===== src/i2cbm_pkg.sv =====
// Shared types, phase codes and constants of the I2C byte master.
package i2cbm_pkg;

    // Default width of the unit timer
    localparam int I2CBM_TIMER_BITS = 16;

    // Configuration register
    localparam int          UNIT_BITS        = 16;
    localparam logic [15:0] UNIT_TICKS_RESET = 16'd200;

    // Command codes
    localparam logic [1:0] MODE_START = 2'd0;
    localparam logic [1:0] MODE_STOP  = 2'd1;
    localparam logic [1:0] MODE_WRITE = 2'd2;
    localparam logic [1:0] MODE_READ  = 2'd3;

    // Phase codes; phases not listed only advance to the next code
    localparam int         PH_BITS      = 5;
    localparam logic [4:0] PH_IDLE      = 5'd0;
    localparam logic [4:0] PH_START     = 5'd1;
    localparam logic [4:0] PH_START_SDA = 5'd2;
    localparam logic [4:0] PH_START_SCL = 5'd4;
    localparam logic [4:0] PH_STOP      = 5'd5;
    localparam logic [4:0] PH_STOP_SCL  = 5'd6;
    localparam logic [4:0] PH_STOP_SDA  = 5'd8;
    localparam logic [4:0] PH_STOP_END  = 5'd10;
    localparam logic [4:0] PH_WBIT      = 5'd11;
    localparam logic [4:0] PH_WBIT_SCL  = 5'd12;
    localparam logic [4:0] PH_WBIT_END  = 5'd14;
    localparam logic [4:0] PH_WACK      = 5'd15;
    localparam logic [4:0] PH_WACK_SCL  = 5'd16;
    localparam logic [4:0] PH_WACK_END  = 5'd18;
    localparam logic [4:0] PH_RBIT      = 5'd19;
    localparam logic [4:0] PH_RBIT_SCL  = 5'd20;
    localparam logic [4:0] PH_RBIT_END  = 5'd22;
    localparam logic [4:0] PH_RACK      = 5'd23;
    localparam logic [4:0] PH_RACK_SCL  = 5'd24;
    localparam logic [4:0] PH_RACK_END  = 5'd26;

    // Bits in one data byte
    localparam logic [3:0] BYTE_BITS = 4'd8;

    // One tick of input
    typedef struct packed {
        logic       cmd_valid;
        logic [1:0] mode;
        logic [7:0] tx_byte;
        logic       send_ack;
        logic       sda_in;
    } tick_t;

    // One result word
    typedef struct packed {
        logic       scl_pull_low;
        logic       sda_pull_low;
        logic       busy_res;
        logic       done_res;
        logic [7:0] rx_byte;
        logic       slave_nack;
    } res_t;

endpackage


===== src/i2c_bitbang_byte_master_core.sv =====
// Top level of the byte-level open-drain I2C master.
//
// Usage: each word on the tick channel is one tick of the bus timing engine,
// carrying an optional command (start, stop, write, read) and the sampled SDA
// level. Every accepted tick yields exactly one word on the result channel
// with the SCL and SDA pull-low drives, busy, done, the last received byte
// and the slave acknowledge of the last write. Commands offered while busy
// are ignored.
// The cfg channel writes the unit length in ticks; cfg_ready is always high
// and writes are meant for idle periods only.
// The result word of a tick is registered and appears in the cycle after
// acceptance. One tick is taken per cycle unless tick_stall is high; the
// whole step is one pass through the phase sequencer and unit timer compare
// between the state registers and the result register.
// Reset clears the sequencer to idle, releases both lines and loads a unit
// length of 200 ticks. When the receiver stalls, the result register holds
// its word and tick_stall rises, so no further tick is taken until the word
// leaves.
module i2c_bitbang_byte_master_core
    import i2cbm_pkg::*;
#(
    parameter int TIMER_BITS = I2CBM_TIMER_BITS
)
(
    input  logic                 clk,
    input  logic                 rst_n,
    input  logic                 cfg_valid,
    output logic                 cfg_ready,
    input  logic [UNIT_BITS-1:0] cfg_data,
    input  logic                 tick_valid,
    output logic                 tick_stall,
    input  tick_t                tick_word,
    output logic                 res_valid,
    input  logic                 res_stall,
    output res_t                 res_word
);

    logic accept;
    res_t step_res;

    // Stall only while a waiting word cannot leave
    assign tick_stall = res_valid && res_stall;
    assign accept     = tick_valid && !tick_stall;
    assign cfg_ready  = 1'b1;

    i2cbm_engine #(
        .TIMER_BITS(TIMER_BITS)
    ) u_engine (
        .clk      (clk),
        .rst_n    (rst_n),
        .cfg_we   (cfg_valid && cfg_ready),
        .cfg_data (cfg_data),
        .step     (accept),
        .tick     (tick_word),
        .res      (step_res)
    );

    i2cbm_out_reg u_out_reg (
        .clk       (clk),
        .rst_n     (rst_n),
        .load      (accept),
        .word_in   (step_res),
        .res_stall (res_stall),
        .res_valid (res_valid),
        .res_word  (res_word)
    );

endmodule


===== src/i2cbm_engine.sv =====
// Bus timing engine: phase sequencer, unit timer, shifter and line drives.
module i2cbm_engine
    import i2cbm_pkg::*;
#(
    parameter int TIMER_BITS = I2CBM_TIMER_BITS
)
(
    input  logic                 clk,
    input  logic                 rst_n,
    input  logic                 cfg_we,
    input  logic [UNIT_BITS-1:0] cfg_data,
    input  logic                 step,
    input  tick_t                tick,
    output res_t                 res
);

    localparam int CW = (TIMER_BITS > UNIT_BITS) ? TIMER_BITS : UNIT_BITS;

    logic [UNIT_BITS-1:0]  unit_ticks_reg;
    logic [PH_BITS-1:0]    phase_reg, phase_next;
    logic [3:0]            bit_count_reg, bit_count_next;
    logic [7:0]            shift_reg, shift_next;
    logic [TIMER_BITS-1:0] timer_reg, timer_next;
    logic                  scl_reg, scl_next;
    logic                  sda_reg, sda_next;
    logic                  ack_reg, ack_next;
    logic                  nack_reg, nack_next;
    logic [7:0]            rx_hold_reg, rx_hold_next;

    logic [CW-1:0]         unit_raw;
    logic [CW-1:0]         unit_lim;
    logic [CW-1:0]         unit_len;
    logic [TIMER_BITS-1:0] timer_inc;
    logic                  unit_hit;
    logic                  fin;
    logic [PH_BITS-1:0]    phase_adv;
    logic [3:0]            count_inc;
    logic [7:0]            shift_in;

    // Clamp the unit length to at least one tick and at most the timer range
    always_comb
    begin
        unit_raw = CW'(unit_ticks_reg);
        unit_lim = CW'({TIMER_BITS{1'b1}});
        if (unit_raw == '0)
        begin
            unit_len = CW'(1);
        end
        else if (unit_raw > unit_lim)
        begin
            unit_len = unit_lim;
        end
        else
        begin
            unit_len = unit_raw;
        end
    end

    assign timer_inc = timer_reg + TIMER_BITS'(1);
    assign unit_hit  = (CW'(timer_inc) >= unit_len);
    assign phase_adv = phase_reg + PH_BITS'(1);
    assign count_inc = bit_count_reg + 4'd1;
    assign shift_in  = {shift_reg[6:0], tick.sda_in};

    // Work out the state after this tick
    always_comb
    begin
        phase_next     = phase_reg;
        bit_count_next = bit_count_reg;
        shift_next     = shift_reg;
        timer_next     = timer_reg;
        scl_next       = scl_reg;
        sda_next       = sda_reg;
        ack_next       = ack_reg;
        nack_next      = nack_reg;
        rx_hold_next   = rx_hold_reg;
        fin            = 1'b0;
        if (phase_reg == PH_IDLE)
        begin
            if (tick.cmd_valid)
            begin
                timer_next     = '0;
                bit_count_next = 4'd0;
                case (tick.mode)
                    MODE_START:
                    begin
                        scl_next   = 1'b0;
                        sda_next   = 1'b0;
                        phase_next = PH_START;
                    end
                    MODE_STOP:
                    begin
                        sda_next   = 1'b1;
                        phase_next = PH_STOP;
                    end
                    MODE_WRITE:
                    begin
                        shift_next = tick.tx_byte;
                        phase_next = PH_WBIT;
                    end
                    default:
                    begin
                        sda_next   = 1'b0;
                        shift_next = 8'd0;
                        ack_next   = tick.send_ack;
                        phase_next = PH_RBIT;
                    end
                endcase
            end
        end
        else if (!unit_hit)
        begin
            timer_next = timer_inc;
        end
        else
        begin
            timer_next = '0;
            phase_next = phase_adv;
            case (phase_reg)
                PH_START_SDA: sda_next = 1'b1;
                PH_START_SCL:
                begin
                    scl_next = 1'b1;
                    fin      = 1'b1;
                end
                PH_STOP_SCL:  scl_next = 1'b0;
                PH_STOP_SDA:  sda_next = 1'b0;
                PH_STOP_END:  fin      = 1'b1;
                PH_WBIT:      sda_next = ~shift_reg[7];
                PH_WBIT_SCL:  scl_next = 1'b0;
                PH_WBIT_END:
                begin
                    scl_next       = 1'b1;
                    shift_next     = {shift_reg[6:0], 1'b0};
                    bit_count_next = count_inc;
                    phase_next     = (count_inc >= BYTE_BITS) ? PH_WACK : PH_WBIT;
                end
                PH_WACK:      sda_next = 1'b0;
                PH_WACK_SCL:  scl_next = 1'b0;
                PH_WACK_END:
                begin
                    nack_next = tick.sda_in;
                    scl_next  = 1'b1;
                    fin       = 1'b1;
                end
                PH_RBIT_SCL:  scl_next = 1'b0;
                PH_RBIT_END:
                begin
                    shift_next     = shift_in;
                    scl_next       = 1'b1;
                    bit_count_next = count_inc;
                    if (count_inc >= BYTE_BITS)
                    begin
                        rx_hold_next = shift_in;
                        phase_next   = PH_RACK;
                    end
                    else
                    begin
                        phase_next = PH_RBIT;
                    end
                end
                PH_RACK:      sda_next = ack_reg;
                PH_RACK_SCL:  scl_next = 1'b0;
                PH_RACK_END:
                begin
                    scl_next = 1'b1;
                    sda_next = 1'b0;
                    fin      = 1'b1;
                end
                default: ;
            endcase
            if (fin)
            begin
                phase_next = PH_IDLE;
            end
        end
    end

    // Hold the unit length register
    always_ff @(posedge clk or negedge rst_n)
    begin
        if (!rst_n)
        begin
            unit_ticks_reg <= UNIT_TICKS_RESET;
        end
        else if (cfg_we)
        begin
            unit_ticks_reg <= cfg_data;
        end
    end

    // Advance the state once per accepted tick
    always_ff @(posedge clk or negedge rst_n)
    begin
        if (!rst_n)
        begin
            phase_reg     <= PH_IDLE;
            bit_count_reg <= 4'd0;
            shift_reg     <= 8'd0;
            timer_reg     <= '0;
            scl_reg       <= 1'b0;
            sda_reg       <= 1'b0;
            ack_reg       <= 1'b0;
            nack_reg      <= 1'b0;
            rx_hold_reg   <= 8'd0;
        end
        else if (step)
        begin
            phase_reg     <= phase_next;
            bit_count_reg <= bit_count_next;
            shift_reg     <= shift_next;
            timer_reg     <= timer_next;
            scl_reg       <= scl_next;
            sda_reg       <= sda_next;
            ack_reg       <= ack_next;
            nack_reg      <= nack_next;
            rx_hold_reg   <= rx_hold_next;
        end
    end

    // Form the result word from the state after this tick
    assign res.scl_pull_low = scl_next;
    assign res.sda_pull_low = sda_next;
    assign res.busy_res     = (phase_next != PH_IDLE);
    assign res.done_res     = fin;
    assign res.rx_byte      = rx_hold_next;
    assign res.slave_nack   = nack_next;

endmodule


===== src/i2cbm_out_reg.sv =====
// Result register that holds a word until the receiver takes it.
module i2cbm_out_reg
    import i2cbm_pkg::*;
(
    input  logic clk,
    input  logic rst_n,
    input  logic load,
    input  res_t word_in,
    input  logic res_stall,
    output logic res_valid,
    output res_t res_word
);

    logic res_valid_reg;
    res_t res_word_reg;

    // Track whether a word is waiting
    always_ff @(posedge clk or negedge rst_n)
    begin
        if (!rst_n)
        begin
            res_valid_reg <= 1'b0;
        end
        else if (load)
        begin
            res_valid_reg <= 1'b1;
        end
        else if (!res_stall)
        begin
            res_valid_reg <= 1'b0;
        end
    end

    // Capture a new word
    always_ff @(posedge clk)
    begin
        if (load)
        begin
            res_word_reg <= word_in;
        end
    end

    assign res_valid = res_valid_reg;
    assign res_word  = res_word_reg;

endmodule


===== config.mk =====
export PLATFORM = sky130hd
export DESIGN_NAME = i2c_bitbang_byte_master_core
export DESIGN_NICKNAME = d
export VERILOG_FILES = /design/src/i2cbm_pkg.sv /design/src/i2c_bitbang_byte_master_core.sv /design/src/i2cbm_engine.sv /design/src/i2cbm_out_reg.sv
export SDC_FILE = /design/constraint.sdc
export NUM_CORES = 1
export LEC_CHECK = 0
export BUFFER_PORTS_ARGS = -buffer_cell sky130_fd_sc_hd__buf_2
export CAP_MARGIN = 20
export CORE_UTILIZATION = 50
export CTS_CLUSTER_DIAMETER = 120
export DETAILED_ROUTE_END_ITERATION = 16
export PLACE_DENSITY_LB_ADDON = 0.3
export SYNTH_ARGS = -nofsm -noshare
export SYNTH_HDL_FRONTEND = slang
export SYNTH_SLANG_ARGS = --single-unit
export TNS_END_PERCENT = 30

===== constraint.sdc =====
create_clock -name clk -period 8.1 [get_ports clk]
set_input_delay 1.62 -clock clk [delete_from_list [all_inputs] [get_ports clk]]
set_output_delay 1.62 -clock clk [all_outputs]
set_load 0.05 [all_outputs]

==> results of run 1 <==
-- routing by layer --
layer | global-route usage [%] | vias to the layer above | wire length, µm
li1 | - | 1696 | -
met1 | 29.2 | 1715 | 4270
met2 | 40.8 | 98 | 5200
met3 | 5.45 | 20 | 457
met4 | 8.58 | 0 | 214
met5 | 0 | - | 0
-- worst max path at each step --
stage,startpoint,to,slack [ns],depth (start not counted)
2_1_floorplan,res_stall,tick_stall,4.45,2
3_3_place_gp,res_stall,u_engine.shift_reg[5],4.24,7
3_5_place_dp,res_stall,u_engine.shift_reg[5],4.14,7
4_1_cts,u_engine.timer_reg[2],u_out_reg.res_word[6],4.16,12
5_1_grt,u_engine.timer_reg[2],u_out_reg.res_word[6],3.88,12
6_report,u_engine.timer_reg[2],u_out_reg.res_word[6],4.16,12
-- per-stage QoR --
step                worst slack (ns)  utilization (%)  hold slack [ns]  std cells  total power (µW)
finish                          4.16             58.5            0.510        600              1060
CTS                             4.16             58.5            0.512        600              1060
global placement                4.24             56.4            0.483        584               787
detailed placement              4.14             56.4            0.492        584               794
floorplan                       4.45                -            0.465        449               710
global route                    3.88             58.5            0.527        600              1120
-- area by class of cell --
class | count | area (µm²) | area share, %
multi-input combinational | 329 | 2300 | 46.9
sequential | 75 | 1950 | 39.7
timing repair buffer | 50 | 255 | 5.21
tap | 105 | 131 | 2.68
clock buffer | 9 | 124 | 2.53
inverter | 25 | 93.8 | 1.91
clock inverter | 7 | 52.6 | 1.07
-- worst max-delay path, cell delays in order, from the launching register on --
cell and delay, ns:
dfrtp_1 0.45, nand3_1 0.12, nor2_1 0.28, and3_1 0.33
and3_1 0.25, xor2_1 0.11, ha_1 0.33, nand4_1 0.16
nor4_2 0.42, a32o_2 0.33, nor2_4 0.09, nor2_2 0.41
mux2_2 0.40
-- synthesized netlist by cell type (all sizes together) (2+ instances only) --
cell / count
a22o: 15
xor2: 7
mux2i: 2
ha: 26
nor4: 5
a32o: 2
clkbuf: 15
dfrtp: 59
a311oi: 2
a21oi: 18
mux2: 29
xnor2: 10
nand3: 22
a211oi: 3
and3: 11
and2: 3
nor2b: 8
o21a: 3
a32oi: 2
nor2: 19
dfstp: 3
inv: 24
nand2: 58
nand4: 4
a22oi: 4
a2111o: 2
a2111oi: 2
buf: 5
o21ai: 40
edfxtp: 13
or3: 4
nand2b: 5
nor3: 6
-- cells by family after synthesis --
family / Yosys count / synth area share, %
buffers and inverters: 45 / 4.07
adders and majority gates: 26 / 7.35
AOI/OAI and AO/OA: 107 / 17.0
and+or+nand+nor: 147 / 16.3
DFF: 75 / 44.0
muxes: 31 / 7.83
other: 1 / 0.0847
xor gates and xnor gates: 17 / 3.36
-- power by group --
group	total, µW	switching [µW]	internal, µW
logic	316	197	119
registers	481	59.0	422
clock network	264	152	112
==> key figures, run 1 <==
Run status
  – Status: finished, final reports clean

Cells and area
  – Commonest cells after routing, fill and taps aside: dfrtp_1 (59), nand2_1 (58), buf_2 (48)
  – Post-route design area: 4900 µm²
  – Commonest non-fill, non-tap cell in the layout: dfrtp_1
  – Share of layout cells above drive strength 1: 21.8%
  – Post-layout net count: 550
  – ANT cells: 0
  – Layout overhead on the synthesized area: 10.8%
  – Fillers: 745

CTS
  – Skew-Pair Late Insertion Delay: 0.37 ns
  – CTS root buffer: clkbuf_8
  – PostCTS Resize Cnt: 0
  – Hold_buf cts: 0
  – Clock Path Buffers: 2
  – TritonCTS clock tree: built
  – Num Clock Sinks: 75
  – Clock transition at path regs: 0.09 ns
  – H-tree levels: 3
  – Post-CTS Setup Bufs: 0
  – CTS Buf Count: 9

Setup path
  – Worst Path Arrival: 4.07 ns
  – Crit Path Class: reg2reg
  – R2r startpoint: u_engine.timer_reg[2]
  – Critical path capture point type: flip-flop
  – Critical Path Source Type: flip-flop
  – CP Max Fanout: 8
  – Register-to-Register Setup Slack: 4.16 ns
  – Reg2reg end: u_out_reg.res_word[6]
  – Worst r2r path cells: 12
  – Data required, critical path: 8.23 ns

Floorplanning
  – Starting Density: 52.8%
  – Std-Cell Rows: 33
  – Ports: 50
  – Die H: 96.1 µm
  – Die W: 96.1 µm
  – Die area: 9230 µm²
  – Core box area: 8380 µm²

Synthesis
  – EDFF count, synth: 13
  – Post-synth top area share: 33.4%
  – Register bit count reported by yosys: 75
  – Post-Syn Nets: 509
  – Synth area leader: dfrtp_1
  – Synth warn: 0
  – Syn Inst Count: 449
  – Top FF cell, synth: dfrtp_1
  – Mapped Avg Cell Area: 9.86 µm²
  – Top post-synthesis cells by area: dfrtp_1 (33%), edfxtp_1 (8.8%), mux2_2 (7.4%)
  – Netlist cell types: 62
  – Sequential fraction of the synthesis area: 44.0%
  – Mapped Area: 4430 µm²
  – Ys async rst share: 82.7%

Min path
  – Worst Hold Depth: 1
  – Hold Crit Start: u_engine.nack_reg
  – Hold endpoint: u_engine.nack_reg
  – Min-Delay Path Class: reg2reg

Timing
  – Hold Fails Final Rpt: 0
  – Final setup skew: 0.0143 ns
  – Slew Viols, Final: 0
  – TNS Setup: 0 ns
  – Rel. slew slack: 45.3%
  – Maximum clock rate: 254 MHz
  – Worst-Margin Slew: 0.820 ns
  – RSZ-0062 raised after global routing: false
  – Period minus WS final: 3.94 ns
  – Setup-failing EPs final: 0
  – Final period util: 48.6%

Pwr
  – Leakage power: 0.00233 µW
  – Worst IR Drop VDD: 0.135 mV
  – Pwr dens: 216 nW/µm²

Flow run
  – Number of max-cap violations: 0

Detailed routing
  – DRT Pass-1 Iters: 7
  – Avg Vias per Cell: 5.88
  – Avg WL per Cell: 16.9 µm
  – DRC: 0
  – DRT iter0 DRCs: 174
  – WL final: 10.1 mm
  – Antenna Nets Post-Route: 0
  – Via Count: 3529

GRT
  – Vias in the first global route: 3369
  – Grt ovf: 0
  – GRT Resource Usage Total: 23.8%
  – Global-route wire length before repair: 16.3 mm
  – Pin count of the biggest net entering global routing: 63
  – Initial antenna violation count: 0

Placed design
  – Final Wtd Congestion: 0.904
  – Placement Cell Area: 4730 µm²
  – Detailed placement HPWL: 7.15 mm
  – Port buffer count: 48
(Power assumes the default switching activity.)
==> run 2, diff against run 1 <==
--- a/config.mk
+++ b/config.mk
@@ -5,6 +5,7 @@
 export SDC_FILE = /design/constraint.sdc
 export NUM_CORES = 1
 export LEC_CHECK = 0
+export ABC_AREA = 1
 export BUFFER_PORTS_ARGS = -buffer_cell sky130_fd_sc_hd__buf_2
 export CAP_MARGIN = 20
 export CORE_UTILIZATION = 50
==> constraint.sdc (replaced) <==
create_clock -name clk -period 3.9 [get_ports clk]
set_input_delay 0.78 -clock clk [delete_from_list [all_inputs] [get_ports clk]]
set_output_delay 0.78 -clock clk [all_outputs]
set_load 0.05 [all_outputs]
==> run 2 against run 1 <==
Net effect:
- global-route usage fell by 0.86 points
- via count increased by 7.6%
- register-to-register slack got worse by 3.6 ns
- die area decreased by 0.72%
- combinational power grew to 3.6 times the previous value
- utilization up 0.56 points
- clock skew down 0.0041 ns
- cell count up 20%
- first-iteration DRC count rose by 22%
- count of clock-buffer cells in the layout increased by 2
- critical path type unchanged
- critical endpoint is now u_out_reg.res_word[10]
- largest power group is now combinational logic
==> key figures, run 2 <==
Synthesis
  – Synth area leader: dfrtp_1
  – Commonest cells post-synth: nand2_1 (167), inv_1 (79), dfrtp_1 (59), nand3_1 (41), o21ai_0 (37)
  – Largest family of logic cells by synthesized area: simple AND/OR/NAND/NOR gates
  – Register bit count reported by yosys: 75
  – Synth Area in XOR/XNOR: 2.99%
  – Adder and majority gate portion of the synthesized area: 7.41%
  – Netlist cell types: 38
  – Top FF cell, synth: dfrtp_1
  – EDFF count, synth: 13
  – Mapped Avg Cell Area: 7.82 µm²
  – Ys async rst share: 82.7%
  – Top post-synthesis cells by area: dfrtp_1 (34%), nand2_1 (14%), edfxtp_1 (8.9%)
  – Sequential fraction of the synthesis area: 44.3%
  – Mux contribution to synthesized area: 0.484%
  – Synth warn: 0
  – Top-count cell post-synth: nand2_1
  – Post-Syn Nets: 622
  – Simple-Gate Fraction of Synth Area: 25.7%
  – Post-synth top area share: 33.6%
  – Compound-Gate Fraction of Synth Area: 9.77%
  – Mapped Area: 4390 µm²
  – Syn Inst Count: 562

Setup path
  – Critical path buffer and inverter count: 3
  – Crit-path leading delay family: simple AND/OR/NAND/NOR gates
  – Critical path cell sequence: nand2_1 > nor2_1 > nand4_1 > nor2_1 > xor2_1 > inv_1 > ha_1 > nand2_1 > inv_2 > nand2_1 > nor2_1 > nor2_1 > nand2_1 > nand2_1 > nand2_2 > nand2_1 > nand2_1 > nand3_1 > inv_1 > nand3_1
  – Worst r2r path cells: 20
  – CP dominant cell by count: nand2_1
  – Crit Path Class: reg2reg
  – Slowest Stage Delay on Critical Path: 0.42 ns
  – CP Max Fanout: 13
  – Crit-path slowest cell: dfrtp_1
  – Critical path capture point type: flip-flop
  – Register-to-Register Setup Slack: 0.52 ns
  – Reg2reg end: u_out_reg.res_word[10]
  – R2r startpoint: u_engine.timer_reg[0]
  – Data required, critical path: 3.96 ns
  – Critical Path Source Type: flip-flop
  – Worst Path Arrival: 3.44 ns

GRT
  – Grt ovf: 0
  – Vias in the first global route: 3473
  – Met1 usage: 31.6%
  – GRT met3 Usage: 4.19%
  – Pin count of the biggest net entering global routing: 33
  – Initial antenna violation count: 0
  – Global-route wire length before repair: 16.1 mm
  – GRT Resource Usage Total: 22.9%
  – Most Crowded Layer GR: met2
  – Met2 Resource Use GR: 36.5%

Detailed routing
  – Antenna Nets Post-Route: 0
  – Avg Vias per Cell: 5.28
  – Avg WL per Cell: 13.6 µm
  – DRC: 0
  – WL final: 9.80 mm
  – Via Count: 3797
  – DRT iter0 DRCs: 213
  – DRT Pass-1 Iters: 5

Cells and area
  – Post-route design area: 4920 µm²
  – Post-layout net count: 669
  – Share of layout cells above drive strength 1: 16.1%
  – Fillers: 764
  – Layout Utilization: 59.0%
  – Commonest cells after routing, fill and taps aside: nand2_1 (166), inv_1 (79), dfrtp_1 (59)
  – ANT cells: 0
  – Commonest non-fill, non-tap cell in the layout: nand2_1
  – Layout overhead on the synthesized area: 12.1%

CTS
  – CTS Buf Count: 9
  – Clock Path Buffers: 2
  – TritonCTS clock tree: built
  – H-tree levels: 3
  – Clock transition at path regs: 0.08 ns
  – Skew-Pair Late Insertion Delay: 0.34 ns
  – Num Clock Sinks: 75
  – CTS root buffer: clkbuf_8

Timing
  – RSZ-0062 raised after global routing: false
  – Final period util: 86.6%
  – Final WS setup: 0.521 ns
  – Setup-failing EPs final: 0
  – Rel. slew slack: 50.6%
  – Maximum clock rate: 296 MHz
  – Worst-Margin Slew: 0.741 ns
  – Hold Fails Final Rpt: 0
  – Final setup skew: 0.0102 ns
  – Period minus WS final: 3.38 ns
  – TNS Setup: 0 ns
  – Slew Viols, Final: 0

Floorplanning
  – Starting Density: 52.7%
  – Core box area: 8340 µm²
  – Die H: 95.7 µm
  – Die area: 9170 µm²
  – Die W: 95.7 µm
  – Std-Cell Rows: 33
  – Ports: 50

Placed design
  – Placement Cell Area: 4720 µm²
  – Port buffer count: 48
  – Detailed placement HPWL: 7.26 mm
  – Final Wtd Congestion: 0.911
  – Setup Slack @ Placement: 0.361 ns

Min path
  – Min-Delay Path Class: reg2reg
  – Hold endpoint: u_engine.shift_reg[4]
  – Hold Crit Start: u_engine.shift_reg[4]
  – Worst Hold Depth: 2

Pwr
  – Pwr dens: 578 nW/µm²
  – Total power draw: 2850 µW
  – Worst IR Drop VDD: 0.339 mV
  – Leakage power: 0.00255 µW

Run status
  – Status: finished, final reports clean

Flow run
  – Number of max-cap violations: 0
## run 2: kinds of logic (layout without fill, tap and decap cells)
family	count (synthesis)	after routing
AO/OA/AOI/OAI	76	76
other	1	1
XOR/XNOR	15	15
flip-flops	75	75
multiplexers	2	2
adder cells (fa/ha/maj)	26	26
AND/OR/NAND/NOR	262	262
buffers and inverters	105	157
## run 2: tightest hold or removal path, stage by stage (launching register included)
cell and delay, ns:
dfrtp_1 0.35, nand2_1 0.05, nand2_1 0.05
## run 2: what timing repair did
| action | 4_1_cts | 5_1_grt |
|---|---|---|
| hold buffers | 0 | 0 |
| buffers inserted | 0 | 0 |
| resized for setup | 0 | 2 |
| endpoints found under the setup margin | 0 | 16 |
## run 2: layer usage
layer | up-vias | part of all wire [%]
li1 | 1888 | -
met4 | 0 | 1.4
met1 | 1784 | 49
met3 | 13 | 4.1
met5 | - | 0
met2 | 112 | 46
## run 2: report_power, final
| group | total [µW] | internal, µW | switching, µW |
|---|---|---|---|
| logic | 1150 | 369 | 781 |
| clock network | 601 | 311 | 289 |
| registers | 1100 | 958 | 138 |
## run 2: metrics by stage
stage	hold WS (ns)	std cells
2_1_floorplan	0.442	562
3_3_place_gp	0.455	703
3_5_place_dp	0.459	703
4_1_cts	0.479	719
5_1_grt	0.506	719
6_report	0.477	719
## run 2: how the worst max path moves through the flow
stage               cells past startpoint  slack, ns                     end             startpoint
floorplan                              17       1.04  u_out_reg.res_word[10]  u_engine.timer_reg[0]
global placement                       15       0.52  u_engine.timer_reg[12]  u_engine.timer_reg[0]
detailed placement                     18       0.36  u_engine.timer_reg[11]  u_engine.timer_reg[0]
CTS                                    18       0.33  u_engine.timer_reg[11]  u_engine.timer_reg[0]
global route                           22       0.14   u_engine.shift_reg[5]  u_engine.timer_reg[0]
finish                                 20       0.52  u_out_reg.res_word[10]  u_engine.timer_reg[0]
## run 2: layout make-up
| type | instances | area (µm²) | share of cell area [%] |
|---|---|---|---|
| timing repair buffer | 52 | 270 | 5.49 |
| clock buffer | 11 | 141 | 2.87 |
| inverter | 89 | 334 | 6.78 |
| sequential | 75 | 1950 | 39.5 |
| multi-input combinational | 382 | 2050 | 41.6 |
| clock inverter | 5 | 53.8 | 1.09 |
| tap | 105 | 131 | 2.67 |
==> run 3, diff against run 2 <==
--- a/config.mk
+++ b/config.mk
@@ -11,7 +11,7 @@
 export CORE_UTILIZATION = 50
 export CTS_CLUSTER_DIAMETER = 120
 export DETAILED_ROUTE_END_ITERATION = 16
-export PLACE_DENSITY_LB_ADDON = 0.3
+export PLACE_DENSITY_LB_ADDON = 0.05
 export SYNTH_ARGS = -nofsm -noshare
 export SYNTH_HDL_FRONTEND = slang
 export SYNTH_SLANG_ARGS = --single-unit
==> run 3 against run 2 <==
Net effect:
- wire length increased by 0.82%
- critical path depth shrank 1
- hold slack got worse by 0.057 ns
- first-iteration DRC count down 37%
- global-route usage up 0.87 points
- die area unchanged
- via count decreased by 1.8%
- fmax down 2.8%
- clock power is 0.7% lower
- sequential share of layout area fell by 0.24 points
- highest routed layer unchanged
==> key figures, run 3 (same netlist as run 2, synthesis figures left out) <==
Timing
  – Final period util: 89.1%
  – TNS Setup: 0 ns
  – Final setup skew: 0.0129 ns
  – Hold Fails Final Rpt: 0
  – RSZ-0062 raised after global routing: false
  – Slew Viols, Final: 0
  – Final WS setup: 0.425 ns
  – Rel. slew slack: 61.1%
  – Maximum clock rate: 288 MHz
  – Worst-Margin Slew: 0.583 ns
  – Period minus WS final: 3.47 ns
  – Setup-failing EPs final: 0

CTS
  – Hold_buf cts: 0
  – CTS root buffer: clkbuf_8
  – Num Clock Sinks: 75
  – TritonCTS clock tree: built
  – Post-CTS Setup Bufs: 0
  – CTS Buf Count: 9
  – Clock transition at path regs: 0.08 ns
  – H-tree levels: 3
  – Skew-Pair Late Insertion Delay: 0.35 ns
  – Clock Path Buffers: 2

Floorplanning
  – Core box area: 8340 µm²
  – Ports: 50
  – Std-Cell Rows: 33
  – Die H: 95.7 µm
  – Die area: 9170 µm²
  – Starting Density: 52.7%
  – Die W: 95.7 µm

Placed design
  – Placed cell count: 704
  – Detailed placement HPWL: 7.31 mm
  – Setup Slack @ Placement: 0.276 ns
  – Port buffer count: 48
  – Final Wtd Congestion: 0.932

Setup path
  – Slowest Stage Delay on Critical Path: 0.42 ns
  – Critical Path Source Type: flip-flop
  – Worst r2r path cells: 19
  – Data required, critical path: 4.19 ns
  – R2r startpoint: u_engine.timer_reg[0]
  – Crit Path Class: reg2reg
  – Reg2reg end: u_engine.shift_reg[0]
  – Crit-path slowest cell: dfrtp_1
  – Critical path capture point type: flip-flop
  – CP dominant cell by count: nand2_1
  – Critical path cell sequence: nand2_1 > nor2_1 > nand4_1 > nor2_1 > nand3_1 > xor2_1 > inv_1 > ha_1 > a21oi_1 > o21ai_1 > nor2_2 > nand2_1 > inv_1 > nand2_1 > nand2_4 > inv_2 > nand2_2 > nand2_1 > nand2_1
  – CP Max Fanout: 13
  – Worst Path Arrival: 3.76 ns
  – Register-to-Register Setup Slack: 0.43 ns

Detailed routing
  – Antenna Nets Post-Route: 0
  – Avg WL per Cell: 13.7 µm
  – WL final: 9.88 mm
  – DRT iter0 DRCs: 135
  – DRT Pass-1 Iters: 4
  – Avg Vias per Cell: 5.17
  – Via Count: 3727
  – DRC: 0

GRT
  – Pin count of the biggest net entering global routing: 44
  – Initial antenna violation count: 0
  – Vias in the first global route: 3528
  – GRT Resource Usage Total: 23.8%
  – Grt ovf: 0
  – Global-route wire length before repair: 16.6 mm

Pwr
  – Register share of total power: 38.8%
  – Worst IR Drop VDD: 0.302 mV
  – Pwr dens: 571 nW/µm²
  – Combinational Power Share: 40.1%
  – Cell Int Power: 1620 µW
  – Clock power frac: 21.1%
  – Psw: 1210 µW
  – Sw Share: 42.7%
  – Leakage power: 0.00256 µW

Run status
  – Status: finished, final reports clean

Cells and area
  – Finished Layout Cells: 721
  – Fillers: 780
  – Commonest cells after routing, fill and taps aside: nand2_1 (167), inv_1 (79), dfrtp_1 (59)
  – ANT cells: 0
  – Commonest non-fill, non-tap cell in the layout: nand2_1
  – Sequential Area: 1950 µm²
  – Multi-input logic area: 2050 µm²
  – Post-layout net count: 671
  – Share of layout cells above drive strength 1: 16.4%
  – Layout overhead on the synthesized area: 12.8%

Min path
  – Min-Delay Path Class: in2async

Flow run
  – Number of max-cap violations: 0
==> run 3: what timing repair did <==
item                                    in CTS  in global routing
endpoints found under the setup margin       0                 15
gates resized for setup                      0                  1
endpoints found under the hold margin        0                  0
==> run 3: final cells by class <==
cell class	count	area share [%]
well taps	105	2.65
flip-flops and latches	75	39.3
repair buffers	54	6.16
clock inverters	7	1.39
clock buffers	9	2.50
multi-input cells	382	41.3
inverters	89	6.74
==> run 3: layer usage <==
layer	part of all wire, %	global-route usage, %	up-vias
li1	-	-	1893
met3	4.0	3.32	13
met5	0	0	-
met1	50	34.9	1734
met4	1.3	7.34	0
met2	45	36.4	87
==> run 3: worst max-delay path by stage <==
stage,startpoint,end,slack [ns],depth (start not counted)
3_5_place_dp,u_engine.timer_reg[0],u_engine.timer_reg[12],0.28,15
3_3_place_gp,u_engine.timer_reg[0],u_engine.timer_reg[11],0.46,15
5_1_grt,u_engine.timer_reg[0],u_out_reg.res_word[10],0.06,17
4_1_cts,u_engine.timer_reg[0],u_engine.timer_reg[12],0.24,15
6_report,u_engine.timer_reg[0],u_engine.shift_reg[0],0.43,19
2_1_floorplan,u_engine.timer_reg[0],u_out_reg.res_word[10],1.04,17
==> run 3: power by group through the flow <==
stage               Clock, µW  Combinational (µW)  Sequential [µW]
floorplan                   0                 839             1120
global placement            0                1100             1100
detailed placement          0                1120             1110
CTS                       608                1130             1100
global route              641                1300             1120
finish                    597                1130             1100
==> run 3: metrics by stage <==
step	cell area, µm²	hold slack [ns]	total power (µW)	utilization (%)
finish	4950	0.420	2830	59.4
floorplan	4390	0.442	1950	-
global route	4950	0.442	3060	59.4
detailed placement	4730	0.460	2230	56.7
CTS	4920	0.478	2830	59.0
global placement	4730	0.456	2200	56.7
==> run 3: critical path: cells and delay by family, from the launching register on <==
| kind | cells | cell delay (ns) |
|---|---|---|
| XOR/XNOR | 1 | 0.21 |
| buffers and inverters | 3 | 0.29 |
| adder cells (fa/ha/maj) | 1 | 0.33 |
| AND/OR/NAND/NOR | 12 | 1.91 |
| flip-flops | 1 | 0.42 |
| AO/OA/AOI/OAI | 2 | 0.24 |
